--- src/hdl/cit_pkg.sv ---
// Types and constants shared by the command issue tag tracker.
package cit_pkg;

    localparam int COOKIE_W = 8;
    localparam int COUNT_W  = 8;

    localparam logic ACT_COMMAND = 1'b0;
    localparam logic ACT_RETURN  = 1'b1;

    localparam logic [1:0] KIND_SCALAR  = 2'd0;
    localparam logic [1:0] KIND_POINTER = 2'd1;
    localparam logic [1:0] KIND_READ    = 2'd2;
    localparam logic [1:0] KIND_BARRIER = 2'd3;

    localparam logic [COUNT_W-1:0] DRAIN_LIMIT = 8'd255;

    typedef struct packed {
        logic                action;
        logic [1:0]          kind;
        logic                want_cookie;
        logic [COOKIE_W-1:0] resp_cookie;
    } t_trk_req;

    typedef struct packed {
        logic                emit;
        logic [COOKIE_W-1:0] cookie;
        logic [COUNT_W-1:0]  count_after;
    } t_trk_rsp;

endpackage

--- src/hdl/command_issue_tag_tracker_unit.sv ---
// Top level of the command issue tag tracker.
//
// Input channel (i_in_valid / o_in_stall): one item per cycle, either a
// command (i_action = 0) or a returned cookie (i_action = 1).
// Output channel (o_out_valid / i_out_stall): one result per command that
// arrives while the block is not draining; returns never give a result.
// An item is registered on entry and executed against the tracker state
// from the entry register once the result register can take it; its
// result is registered in the result register and offered from there.
// One item per clock is sustained unless the receiver stalls: an item's map
// bit is read on entry and written on execution, with a back-to-back bypass.
// Commands that arrive while draining are taken and dropped with no result;
// returns clear pending cookies until the count is back to zero.
// When the receiver stalls, the result register holds its item and the
// entry register still takes one more item; o_in_stall rises only when both
// are full or while the pending map is cleared after reset.
// Synchronous reset clears the pending count, the drain flag and both valid
// flags, then the pending map is cleared one slot per cycle: o_in_stall stays
// high until all min(COOKIE_SLOTS, 256) map slots are clear, 256 by default.
module command_issue_tag_tracker_unit #(
    parameter int COOKIE_SLOTS = 256
) (
    input  logic        i_clk,
    input  logic        i_rst_n,
    input  logic        i_in_valid,
    output logic        o_in_stall,
    input  logic        i_action,
    input  logic [1:0]  i_kind,
    input  logic [13:0] i_target,
    input  logic [15:0] i_command_tag,
    input  logic [31:0] i_scalar_arg,
    input  logic [63:0] i_pointer_arg,
    input  logic [7:0]  i_resp_cookie,
    output logic        o_out_valid,
    input  logic        i_out_stall,
    output logic [13:0] o_target_out,
    output logic [15:0] o_tag_out,
    output logic [63:0] o_payload,
    output logic [7:0]  o_pending_after
);

    logic        r_s1_valid;
    logic        r_s1_action;
    logic [1:0]  r_s1_kind;
    logic [13:0] r_s1_target;
    logic [15:0] r_s1_tag;
    logic [31:0] r_s1_scalar;
    logic [63:0] r_s1_pointer;
    logic [7:0]  r_s1_cookie;

    logic        r_out_valid;
    logic [13:0] r_target;
    logic [15:0] r_tag;
    logic [63:0] r_payload;
    logic [7:0]  r_pending;
    logic [63:0] n_payload;

    logic              advance;
    logic              in_take;
    logic              fire;
    logic              clr_busy;
    cit_pkg::t_trk_req trk_req;
    cit_pkg::t_trk_rsp trk_rsp;

    assign advance    = !r_out_valid || !i_out_stall;
    assign o_in_stall = clr_busy || (r_s1_valid && !advance);
    assign in_take    = i_in_valid && !o_in_stall;
    assign fire       = r_s1_valid && advance;

    always_ff @(posedge i_clk) begin
        if (!i_rst_n) begin
            r_s1_valid <= 1'b0;
        end else if (!r_s1_valid || advance) begin
            r_s1_valid <= in_take;
        end
    end

    always_ff @(posedge i_clk) begin
        if (in_take) begin
            r_s1_action  <= i_action;
            r_s1_kind    <= i_kind;
            r_s1_target  <= i_target;
            r_s1_tag     <= i_command_tag;
            r_s1_scalar  <= i_scalar_arg;
            r_s1_pointer <= i_pointer_arg;
            r_s1_cookie  <= i_resp_cookie;
        end
    end

    assign trk_req.action      = r_s1_action;
    assign trk_req.kind        = r_s1_kind;
    assign trk_req.want_cookie = r_s1_scalar[0];
    assign trk_req.resp_cookie = r_s1_cookie;

    cit_track #(
        .COOKIE_SLOTS (COOKIE_SLOTS)
    ) u_track (
        .i_clk         (i_clk),
        .i_rst_n       (i_rst_n),
        .i_take        (in_take),
        .i_take_cookie (i_resp_cookie),
        .i_fire        (fire),
        .i_req         (trk_req),
        .o_rsp         (trk_rsp),
        .o_busy        (clr_busy)
    );

    always_comb begin
        case (r_s1_kind)
            cit_pkg::KIND_SCALAR:  n_payload = {32'd0, r_s1_scalar};
            cit_pkg::KIND_POINTER: n_payload = r_s1_pointer;
            default:               n_payload = {56'd0, trk_rsp.cookie};
        endcase
    end

    always_ff @(posedge i_clk) begin
        if (!i_rst_n) begin
            r_out_valid <= 1'b0;
        end else if (advance) begin
            r_out_valid <= fire && trk_rsp.emit;
        end
    end

    // Hold the result while the receiver stalls
    always_ff @(posedge i_clk) begin
        if (fire && trk_rsp.emit) begin
            r_target  <= r_s1_target;
            r_tag     <= r_s1_tag;
            r_payload <= n_payload;
            r_pending <= trk_rsp.count_after;
        end
    end

    assign o_out_valid     = r_out_valid;
    assign o_target_out    = r_target;
    assign o_tag_out       = r_tag;
    assign o_payload       = r_payload;
    assign o_pending_after = r_pending;

endmodule

--- src/hdl/cit_track.sv ---
// Cookie tracker: pending count, pending map and drain state.
module cit_track #(
    parameter int COOKIE_SLOTS = 256
) (
    input  logic                         i_clk,
    input  logic                         i_rst_n,
    input  logic                         i_take,
    input  logic [cit_pkg::COOKIE_W-1:0] i_take_cookie,
    input  logic                         i_fire,
    input  cit_pkg::t_trk_req            i_req,
    output cit_pkg::t_trk_rsp            o_rsp,
    output logic                         o_busy
);

    localparam int NUM_COOKIES = 1 << cit_pkg::COOKIE_W;
    localparam int MAP_DEPTH   = (COOKIE_SLOTS < NUM_COOKIES) ? COOKIE_SLOTS : NUM_COOKIES;
    localparam int IDX_W       = $clog2(MAP_DEPTH);

    logic [cit_pkg::COUNT_W-1:0]  r_count;
    logic [cit_pkg::COUNT_W-1:0]  n_count;
    logic                         r_draining;
    logic                         n_draining;
    logic                         r_map [MAP_DEPTH];
    logic                         r_map_rd;
    logic                         r_fwd;
    logic                         r_fwd_val;
    logic                         r_clr_busy;
    logic [IDX_W-1:0]             r_clr_idx;

    logic [IDX_W-1:0]             slot_tbl [NUM_COOKIES];
    logic [cit_pkg::COUNT_W-1:0]  count_inc;
    logic [cit_pkg::COOKIE_W-1:0] cookie_sel;
    logic [IDX_W-1:0]             slot;
    logic [IDX_W-1:0]             take_slot;
    logic                         is_return;
    logic                         is_read;
    logic                         map_we;
    logic                         map_val;
    logic                         map_hit;

    // Cookie to slot, worked out at elaboration
    for (genvar g = 0; g < NUM_COOKIES; g++) begin : g_slot
        assign slot_tbl[g] = IDX_W'(g % COOKIE_SLOTS);
    end

    assign is_return  = (i_req.action == cit_pkg::ACT_RETURN);
    assign is_read    = (i_req.kind == cit_pkg::KIND_READ)
                        || (i_req.kind == cit_pkg::KIND_BARRIER);
    assign count_inc  = r_count + cit_pkg::COUNT_W'(1);
    assign cookie_sel = is_return ? i_req.resp_cookie : count_inc;
    assign slot       = slot_tbl[cookie_sel];
    assign take_slot  = slot_tbl[i_take_cookie];
    // Map bit read as the item entered, bypassed by the write of the item ahead
    assign map_hit    = r_fwd ? r_fwd_val : r_map_rd;
    assign o_busy     = r_clr_busy;

    always_comb begin
        n_count          = r_count;
        n_draining       = r_draining;
        map_we           = 1'b0;
        map_val          = 1'b0;
        o_rsp.emit       = 1'b0;
        o_rsp.cookie     = '0;
        o_rsp.count_after = r_count;
        if (is_return) begin
            // While draining, clear a pending cookie; leave the drain once nothing is left
            if (r_draining && (i_req.resp_cookie != '0) && map_hit) begin
                map_we  = 1'b1;
                n_count = r_count - cit_pkg::COUNT_W'(1);
                if (n_count == '0) begin
                    n_draining = 1'b0;
                end
            end
        end else if (!r_draining) begin
            o_rsp.emit = 1'b1;
            if (is_read && i_req.want_cookie) begin
                n_count      = count_inc;
                o_rsp.cookie = count_inc;
                map_we       = (count_inc != '0);
                map_val      = 1'b1;
            end
            o_rsp.count_after = n_count;
            if (((i_req.kind == cit_pkg::KIND_BARRIER) || (n_count == cit_pkg::DRAIN_LIMIT))
                && (n_count != '0)) begin
                n_draining = 1'b1;
            end
        end
    end

    always_ff @(posedge i_clk) begin
        if (!i_rst_n) begin
            r_count    <= '0;
            r_draining <= 1'b0;
            r_clr_busy <= 1'b1;
            r_clr_idx  <= '0;
        end else begin
            // Walk the map once after reset, one slot per cycle
            if (r_clr_busy) begin
                r_clr_idx <= r_clr_idx + IDX_W'(1);
                if (r_clr_idx == IDX_W'(MAP_DEPTH - 1)) begin
                    r_clr_busy <= 1'b0;
                end
            end
            if (i_fire) begin
                r_count    <= n_count;
                r_draining <= n_draining;
            end
        end
    end

    always_ff @(posedge i_clk) begin
        if (r_clr_busy) begin
            r_map[r_clr_idx] <= 1'b0;
        end else if (i_fire && map_we) begin
            r_map[slot] <= map_val;
        end
        if (i_take) begin
            r_map_rd  <= r_map[take_slot];
            r_fwd     <= i_fire && map_we && (slot == take_slot);
            r_fwd_val <= map_val;
        end
    end

endmodule

--- config.mk ---
export PLATFORM = sky130hd
export DESIGN_NAME = command_issue_tag_tracker_unit
export DESIGN_NICKNAME = d
export VERILOG_FILES = /design/src/hdl/cit_pkg.sv /design/src/hdl/command_issue_tag_tracker_unit.sv /design/src/hdl/cit_track.sv
export SDC_FILE = /design/constraint.sdc
export NUM_CORES = 1
export LEC_CHECK = 0
export BUFFER_PORTS_ARGS = -buffer_cell sky130_fd_sc_hd__buf_4
export CAP_MARGIN = 25
export CORE_MARGIN = 4
export CORE_UTILIZATION = 45
export DETAILED_ROUTE_END_ITERATION = 8
export GPL_TIMING_DRIVEN = 0
export PLACE_DENSITY = 0.67
export SLEW_MARGIN = 25
export SYNTH_ARGS = -nofsm -noshare
export SYNTH_HDL_FRONTEND = slang
export SYNTH_HIERARCHICAL = 1
export SYNTH_SLANG_ARGS = --single-unit
--- constraint.sdc ---
create_clock -name i_clk -period 9.3 [get_ports i_clk]
set_input_delay 0.465 -clock i_clk [delete_from_list [all_inputs] [get_ports i_clk]]
set_output_delay 0.465 -clock i_clk [all_outputs]
set_load 0.005 [all_outputs]
==> metrics.md <==
| Metric | Value |
|---|---|
| Status | complete, no violations |
| Worst EP required | between 9 and 10 ns |
| Total grt overflow | 0 |
| Slowest cell delay on critical path | 0.91 ns |
| Slew margin rel. | 29.4% |
| First-pass GRT wire length | 94,100 um |
| CTS resizes | 0 |
| Pin count of the biggest net entering global routing | 37 |
| Crit share post-route | 48.2% |
| LEAKAGE | around 9 nW |
| ANT nets after route | 0 |
| Worst hold path class | in2reg |
| Root Buffer Master | clkbuf_16 |
| Worst-skew pair later-pin latency | 0.60 ns |
| CP max-delay cell | a21boi_0 |
| DIE HEIGHT | 231 um |
| WL per Instance | 24.5 um |
| Maximum clock path buffer count | 3 |
| Avg Inst Size Synth | about 14 um2 |
| Syn nets | 1,695 |
| CTS buffer count | 55 |
| CP cell instances | nand2_1 > clkinv_1 > nand2_1 > clkinv_1 > a32o_1 > a32oi_1 > a21boi_0 > nor4_1 |
| Final instance area | 0.0273 mm2 |
| Hold slack final | approximately 0.043 ns |
| Unrepaired setup endpoints after global routing | false |
| Vias in the first global route | 14,741 |
| DP Area | 0.0255 mm2 |
| Peak Freq | 223 MHz |
| Final nets | 2,017 |
| CP max FO | 11 |
| Initial antenna violation count | 2 |
| Core box area | 0.0490 mm2 |
| DR pass1 iterations | 5 |
| VDD IR max | about 0.16 mV |
| Seq/Total Area, Yosys | 68.8% |
| H-Tree Depth | 2 |
| Synth warnings | 6 |
| Starting Density | 45.6% |
| Total number of vias | 15,000 |
| Async SR Flop Fraction | 0% |
| Adder-cell share of the synthesized area | less than 1% |
| Count of flip-flops with a built-in enable after synthesis | 498 |
| Worst Setup Path Type | reg2reg |
| Final hold violation count | 0 |
| Period minus WS final | about 4.5 ns |
| # rows | 81 |
| DRT Wirelength | 63,300 um |
| Post-synth top area cell | edfxtp_1 |
| Buf/Inv on CP | 2 |
| Post-CTS setup buffer count | 0 |
| Mux share of post-synthesis cell area | 9.72% |
| Top_reg_cell synth | edfxtp_1 |
| Worst Tran Pin Value | approximately 1.0 ns |
| Synth Area in Compound Gates | approximately 4.3% |
| DRC viols | 0 |
| Main combinational cell family by area after synthesis | simple AND/OR/NAND/NOR gates |
| Top Ports | ~250 |
| DP Wirelength | around 46,000 um |
| Crit. End Element | register |
| CP arrival | around 4.8 ns |
| Die Width | 231 um |
| Seq cells post-synth | 518 |
| Max-slew violations | 0 |
| Cell Pwr Density | 179 mW/mm2 |
| Total track usage | 23.4% |
| Post-synth cell types | 68 |
| Post-Synth Simple-Gate Area | 12.5% |
| Clk sink count | 518 |
| Clock-pin slew on the worst setup and hold paths | ~0.060 ns |
| CP top delay family | compound AO/OA/AOI/OAI gates |
| Xor-xnor portion of the synthesized cell area | 1.14% |
| CTS tree | yes |
| DR vias/cell | 5.82 |
| Area grow syn2layout | 22.4% |
| Max_cap viols | 0 |
| Skew final | 0.0129 ns |
| Die Area | 0.0532 mm2 |
| Port bufs | roughly 240 |
| Routability cong. | roughly 0.94 |
| Synth area leaders | edfxtp_1 (67%), nor3_1 (6.1%), mux2i_1 (5.4%) |
| Startpoint types | register |
| Share of layout cells above drive strength 1 | 24.5% |
| Synth Cell Area | 0.0223 mm2 |
| Hold_buf cts | 0 |
| Synth top area share | 67.0% |
| Final setup vio count | 0 |
| Initial DRC Count | 1,577 |
| Post-Syn Instances | 1,548 |
sequential cells by signal (all words and copies together) (netlist names):
| signal | cells |
|---|---|
| u_track/r_clr_idx | 8 |
| o_pending_after | 8 |
| u_track/r_count | 8 |
| u_track/r_draining | 1 |
| r_s1_pointer | 64 |
| o_target_out | 14 |
| r_s1_tag | 16 |
| u_track/r_fwd | 1 |
| r_s1_target | 14 |
| o_out_valid | 1 |
| u_track/o_busy | 1 |
| u_track/r_fwd_val | 1 |
| r_s1_scalar | 32 |
| r_s1_cookie | 8 |
| r_s1_valid | 1 |
| u_track/r_map_rd | 1 |
| u_track/r_map | 256 |
| r_s1_kind | 2 |
| o_payload | 64 |
| o_tag_out | 16 |
| r_s1_action | 1 |
power breakdown:
group          switching (mW)  total, mW  internal, mW
Clock                   0.889       2.15          1.27
Sequential            0.00231       2.53          2.53
Combinational           0.117      0.192        0.0758
layout make-up:
cell class	count	area (um2)
diodes	4	10.0
plain buffers	133	662
clock buffers	67	1440
clock inverters	31	323
fillers	3958	21600
inverters	14	52.6
multi-input cells	883	6320
flip-flops and latches	518	15400
well taps	664	831
repair buffers	265	2330
cell usage after synthesis (all sizes together) (6+ instances only):
master / n
buf: 70
nor2b: 9
and3: 6
nand3: 13
nor4: 29
o21a: 6
mux2: 9
mux2i: 126
a22oi: 6
edfxtp: 498
nor2: 70
nand2: 42
and2: 48
xor2: 9
o21ai: 32
o31ai: 6
mux4: 35
nand4: 7
ha: 6
inv: 11
xnor2: 20
a21oi: 13
o22ai: 23
a21boi: 7
clkbuf: 63
nand2b: 12
dfxtp: 20
nor3: 276
a211oi: 6
final timing paths:
path	from	to	slack, ns	depth (start not counted)
worst max-delay path	r_s1_kind[1]	u_track/r_map[91]	4.82	8
worst min-delay path	i_pointer_arg[50]	r_s1_pointer[50]	0.04	1
worst max register to register	r_s1_kind[1]	u_track/r_map[91]	4.82	8
worst min register to register	r_s1_tag[6]	o_tag_out[6]	0.41	0
layer usage:
layer | global-route usage, % | vias up | part of all wire [%]
met5 | 0 | - | 0.016
met4 | 6.73 | 2 | 2.8
met1 | 32.0 | 7477 | 41
met3 | 5.16 | 113 | 10
li1 | - | 6648 | -
met2 | 37.9 | 760 | 46
cell usage in the layout (no fill, tap or decap), types with 7 or more instances in the layout:
cell,n
nand2_1,42
xor2_1,9
clkbuf_1,74
edfxtp_1,498
nor3_1,272
mux4_2,35
clkbuf_16,56
clkinv_1,15
o22ai_1,23
buf_4,246
nor4_1,29
mux2i_2,9
buf_1,14
buf_2,41
nand3_1,12
nand2b_1,12
a21boi_0,7
dfxtp_1,20
nand4_1,7
mux2i_1,117
xnor2_1,20
buf_16,14
mux2_2,9
a21oi_1,11
and2_1,48
buf_6,14
o21ai_0,24
inv_1,11
nor2_1,70
o21ai_1,8
nor2b_1,8
per-stage QoR:
stage / setup TNS (ns) / total power [mW] / instances / worst slack (ns) / utilization [%]
6_report: 0 / 4.88 / 2579 / 4.82 / 55.8
5_1_grt: 0 / 5.03 / 2576 / 4.67 / 55.8
4_1_cts: 0 / 4.92 / 2575 / 4.74 / 55.8
3_5_place_dp: 0 / 2.77 / 2477 / 4.81 / 52.2
3_3_place_gp: -167.78 / 2.77 / 2456 / -1.23 / 51.1
2_1_floorplan: 0 / 2.67 / 1548 / 1.91 / -
cell families (layout without fill, tap and decap cells):
group	count (synthesis)	count (layout)
compound gates	140	140
buf+inv	147	510
fa+ha+maj	6	6
other cells	0	4
mux	170	170
simple gates	538	538
flops	518	518
xor+xnor	29	29
(Power assumes the default switching activity.)
